==> src/ric_pkg.sv <==
// Shared types and codes for the reference-counted image cache table.
// No dependencies; used by ric_cell and the top level.
package ric_pkg;

  localparam logic [1:0] OP_LOOKUP  = 2'd0;
  localparam logic [1:0] OP_INSERT  = 2'd1;
  localparam logic [1:0] OP_RELEASE = 2'd2;
  localparam logic [1:0] OP_PURGE   = 2'd3;

  localparam logic [2:0] ST_MISS     = 3'd0;
  localparam logic [2:0] ST_HIT      = 3'd1;
  localparam logic [2:0] ST_PARENT   = 3'd2;
  localparam logic [2:0] ST_INSERTED = 3'd3;
  localparam logic [2:0] ST_FULL     = 3'd4;
  localparam logic [2:0] ST_NULL     = 3'd5;
  localparam logic [2:0] ST_DONE     = 3'd6;

  localparam logic [1:0] REG_CACHE_LIMIT = 2'd0;
  localparam logic [1:0] REG_TIMED_MODE  = 2'd1;
  localparam logic [1:0] REG_GRAD_MASK   = 2'd2;
  localparam logic [1:0] REG_PARENT_MASK = 2'd3;

  localparam logic [15:0] REFS_MAX = 16'hFFFF;

  typedef struct packed {
    logic [31:0] dims;
    logic [31:0] texture;
    logic [31:0] first_pix;
    logic [31:0] second_pix;
    logic [31:0] handle;
    logic [15:0] refs;
  } entry_t;

  // Broadcast controls seen by every cell; load_idx is compared inside the cell.
  typedef struct packed {
    logic        shift;
    logic        load;
    logic        dec;
    logic [31:0] rel_handle;
  } cell_ctrl_t;

endpackage

==> src/ric_cell.sv <==
// One table entry of the cache chain: holds an entry and hands it to its left neighbour.
// Depends on ric_pkg.
module ric_cell #(
  parameter int IW = 6,
  parameter int IDX = 0
) (
  input  logic                clk_i,
  input  ric_pkg::cell_ctrl_t ctrl_i,
  input  logic [IW-1:0]       load_idx_i,
  input  ric_pkg::entry_t     load_entry_i,
  input  ric_pkg::entry_t     next_entry_i,
  output ric_pkg::entry_t     entry_o
);
  import ric_pkg::*;

  entry_t entry_q, entry_d;

  always_comb begin
    entry_d = entry_q;
    if (ctrl_i.load && (load_idx_i == IW'(IDX))) begin
      entry_d = load_entry_i;
    end else if (ctrl_i.shift) begin
      entry_d = next_entry_i;
    end else if (ctrl_i.dec && (entry_q.handle == ctrl_i.rel_handle) &&
                 (entry_q.refs != 16'd0)) begin
      entry_d.refs = entry_q.refs - 16'd1;
    end
  end

  always_ff @(posedge clk_i) begin
    entry_q <= entry_d;
  end

  assign entry_o = entry_q;

endmodule

==> config.mk <==
export PLATFORM = sky130hd
export DESIGN_NAME = ric_cell
export DESIGN_NICKNAME = d
export VERILOG_FILES = /design/src/ric_pkg.sv /design/src/ric_cell.sv
export SDC_FILE = /design/constraint.sdc
export NUM_CORES = 1
export LEC_CHECK = 0
export ABC_AREA = 1
export ABC_CLOCK_PERIOD_IN_PS = 11200
export BUFFER_PORTS_ARGS = -buffer_cell sky130_fd_sc_hd__buf_2
export CAP_MARGIN = 20
export CORE_AREA = 2 2 222 224
export CTS_CLUSTER_SIZE = 30
export DETAILED_ROUTE_END_ITERATION = 10
export DIE_AREA = 0 0 224 226
export PLACE_DENSITY = 0.41
export SYNTH_ARGS = -nofsm -noshare
export SYNTH_HDL_FRONTEND = slang
export SYNTH_SLANG_ARGS = --single-unit
==> constraint.sdc <==
create_clock -name clk_i -period 11.2 [get_ports clk_i]
set_clock_uncertainty 0.2 [all_clocks]
set_input_delay 1.68 -clock clk_i [delete_from_list [all_inputs] [get_ports clk_i]]
set_output_delay 1.68 -clock clk_i [all_outputs]
set_load 0.1 [all_outputs]
Word-level counts from Yosys, hierarchy flattened
Index checks and enable logic that the tools add are counted.
{ "op_classes": {"add_sub_neg": 1, "n_mul": 0, "div_mod_pow": 0, "order_cmp": 0, "n_eq_ne": 1, "shifts": 0, "muxes": 4, "bitwise": 0, "n_reduce_logical": 7} }
{ "ops": {"columns": ["cell", "n"], "rows": [
  ["176-bit two-way mux", 1],
  ["160-bit two-way mux", 1],
  ["32-bit == test", 1],
  ["16-bit two-way mux", 2],
  ["16-bit nonzero test", 1],
  ["16-bit by 1-bit subtractor with 16-bit output (second input constant)", 1],
  ["6-bit zero test", 1],
  ["1-bit logical AND", 3],
  ["3-bit nonzero test", 1],
  ["2-bit nonzero test", 1]
]} }
{ "totals": {"register_bits": 176, "latch_bits": 0, "ram_bits": 0, "romBits": 0, "inputBits": 394, "output_inout_bits": 176, "word_cells": 19, "mem_count": 0} }

Logic depth before layout (Yosys ltp)
{ "depth": {"depth_word": 6, "ltp_mapped": 10, "ltp_nobuf": 10} }

Worst setup path before layout
Ideal clock, no wire load.
{ "synth_timing": {"path_type": "input port to flip-flop", "start": "in load_idx_i[5]", "end": "reg entry_q, in the netlist entry_o[0] (enable)", "setup_ps": 373, "arrival_ps": 6371, "setup_slack_ps": 4257, "path_stages": 7, "n_path_buf": 1, "cell_sequence": "or2_1 nor2_1 nand2_1 buf_2 nand2_1 inv_1 nand2_1"} }
{ "synth_between": {"elab_chain_cells": 3} }
{ "synth_rtl": {"columns": ["element", "line_no", "rtl"], "rows": [
  ["from (decl)", "ric_cell.sv:9", "input logic [IW-1:0] load_idx_i,"],
  ["6-bit zero test", "ric_cell.sv:20", "if (ctrl_i.load && (load_idx_i == IW'(IDX))) begin"],
  ["1-bit logical AND", "ric_cell.sv:20", null],
  ["3-bit nonzero test (no source line)", null, null],
  ["to (signal assigned)", "ric_cell.sv:31", "entry_q <= entry_d;"],
  ["to (decl)", "ric_cell.sv:16", "entry_t entry_q, entry_d;"]
]} }
No other way between the ends.
A chain may end at the register's enable or synchronous reset.

==> run metrics <==
largest net degree at the start of global routing 96; I/O Buffers roughly 570; Arr. time, crit path between 4 and 5 ns; drt wl/cell 15.8 µm; most common cell after layout, fill and taps aside nand2_1; Syn Nets about 1.4k; fraction of layout cells with a size suffix above 1 around two fifths; GRT Overall Usage a little over an eighth; setup TNS 0 ns; Num CTS Buffers 17; Layout Cells excl Fill ~2.2k; 1st-iter DRT viols about 440; first-pass GRT wire length 49.5 mm; Die H 226 µm; VDD IR max 0.0645 mV; clk_lat worst skew roughly 0.5 ns; Setup Buffers After CTS 0; Simple-Gate Fraction of Synth Area between 20 and 30%; Hold Path Class flop to flop; initial antenna violation count 5; Switching Share about two fifths; DR vias around 8.3k; Hold Vio Cnt, Final 0; CTS tree done; CTS clk-pin slew, worst paths roughly 0.080 ns; H-tree depth 4; largest family of logic cells by synthesized area simple AND/OR/NAND/NOR gates; max-slew violation count 0; DRT antenna net count 0; Final Cycle Share roughly 37%; final net count a little under 2k; residual DRC count 0; syn avg cell area approximately 8.8 µm²; switching pwr between 0.8 and 0.9 mW; Detailed Place HPWL around 26 mm; Post-Syn Area 0.00854 mm²; post-route cell area 0.0126 mm²; initial core utilization approximately 18%; CTS resizes 0; sequential power share 40.3%; Die ar. between 0.05 and 0.06 mm²; Crit Path Category primary input to flop; Ys Warns 0; Max Cap Violations 0; clock share of power 29.4%; register area share after synthesis around 62%; CTS max path bufs 2; Comb pwr share between 30% and 40%; Clk Tree Root Cell clkbuf_16; gr ovfl total 0; WP data required 11.24 ns; Hold Buf Count CTS 0; Placed Area 0.0120 mm²; crit-path max FO 95; PwrDens 160 mW/mm²; synthesized flop and latch total 176; critical path launch point type primary input; f_max 239 MHz; Top Ports 570; Area Overhead vs Synth 47.0%; Rows 81; vias in the first global route around 8.3k; GPL Wtd Cong 0.817; RSZ-0062 raised after global routing no; Static Leak around 6.3 nW; Post-Synth XOR/XNOR Area under 10%; adder-cell share of the synthesized area less than 1%; Clock Sink Count about 180; Cell Int Power 1.20 mW; Post-Syn Instances ~1000; number of distinct library cells after synthesis 26; status finished clean; routed wire length between 30 and 40 mm; First-pass DRT Iterations 4; post-layout min period around 4.2 ns; Final Hold Slack 0.516 ns; Compound-Gate Fraction of Synth Area approximately 2%; width of the die 224 µm; CP endpoint kind flop; via density per instance 3.86; Slew @ Worst Pin ~1 ns; most frequent cells in the layout nand2_1, buf_2, edfxtp_1; dpl cells around 2.1k; max reg flops 176; mux contribution to synthesized area 0%; max_slew headroom 33.3%; final setup fails 0; Core Region ~0.048 mm²
[per-layer routing]
metal	global-route usage [%]	part of all wire, %	up-vias
met2	21.9	49	345
met3	4.87	7.7	45
li1	-	-	4210
met4	5.25	2.2	6
met1	15.6	41	3743
met5	0	0.12	-
[area by class of cell]
type	count	area, µm²
fill	5389	35800
sequential	176	5290
timing repair buffer	574	2890
multi-input combinational	711	2870
tap	622	778
clock buffer	18	429
inverter	47	181
clock inverter	14	115
antenna	2	5.00
[power by group through the flow]
stage               Combinational [mW]  Sequential, mW  Clock (mW)
finish                           0.609           0.812       0.593
global route                     0.638           0.818       0.643
CTS                              0.614           0.813       0.623
detailed placement               0.614           0.826           0
global placement                 0.616           0.826           0
floorplan                       0.0701            1.22           0
[worst paths after layout]
check                             from                    end  slack, ns  cells after the start
setup reg to reg  entry_o[0]$_DFFE_PP_   entry_o[3]$_DFFE_PP_       8.45                      9
hold / removal    entry_o[0]$_DFFE_PP_   entry_o[0]$_DFFE_PP_       0.52                      3
hold reg to reg   entry_o[0]$_DFFE_PP_   entry_o[0]$_DFFE_PP_       0.52                      3
setup / recovery         load_idx_i[5]  entry_o[14]$_DFFE_PP_       7.02                      9
[stage by stage]
stage	total power [mW]	utilization, %	setup slack [ns]
5_1_grt	2.10	26.0	6.81
4_1_cts	2.05	26.0	7.07
3_5_place_dp	1.44	24.8	6.49
6_report	2.01	26.0	7.02
2_1_floorplan	1.29	-	4.26
3_3_place_gp	1.44	24.8	6.50
[kinds of logic after synthesis]
logic type,Yosys count
AO/OA/AOI/OAI,32
XOR/XNOR,16
adder cells (fa/ha/maj),1
buffers and inverters,88
flip-flops,176
AND/OR/NAND/NOR,662
[critical path, stage by stage]
cell and delay [ns]:
buf_2 0.11, or2_1 0.22, nor2_1 0.18, nand2_4 0.20, inv_6 0.54, buf_4 0.85, nor2_1 0.07, o21ai_0 0.11
nand2_1 0.07
[cell usage after synthesis]
cell	count	area share [%]
nand2_1	572	25
edfxtp_1	176	62
nor2_1	62	2.7
inv_1	46	2.0
buf_2	17	1.0
o21ai_0	14	0.82
nand3_1	12	0.70
clkbuf_1	11	0.48
xnor2_1	11	1.1
a21oi_1	10	0.59
buf_4	10	0.88
nor3_1	6	0.35
xor2_1	5	0.51
nand4_1	4	0.29
or2_2	4	0.29
o22ai_1	3	0.22
a31oi_1	2	0.15
buf_1	2	0.088
a211oi_1	1	0.088
buf_6	1	0.13
ha_1	1	0.15
inv_2	1	0.044
nor2_2	1	0.073
o211ai_1	1	0.088
o21ai_1	1	0.059
or2_1	1	0.073
Note: power is estimated with default switching activity, not from simulation.
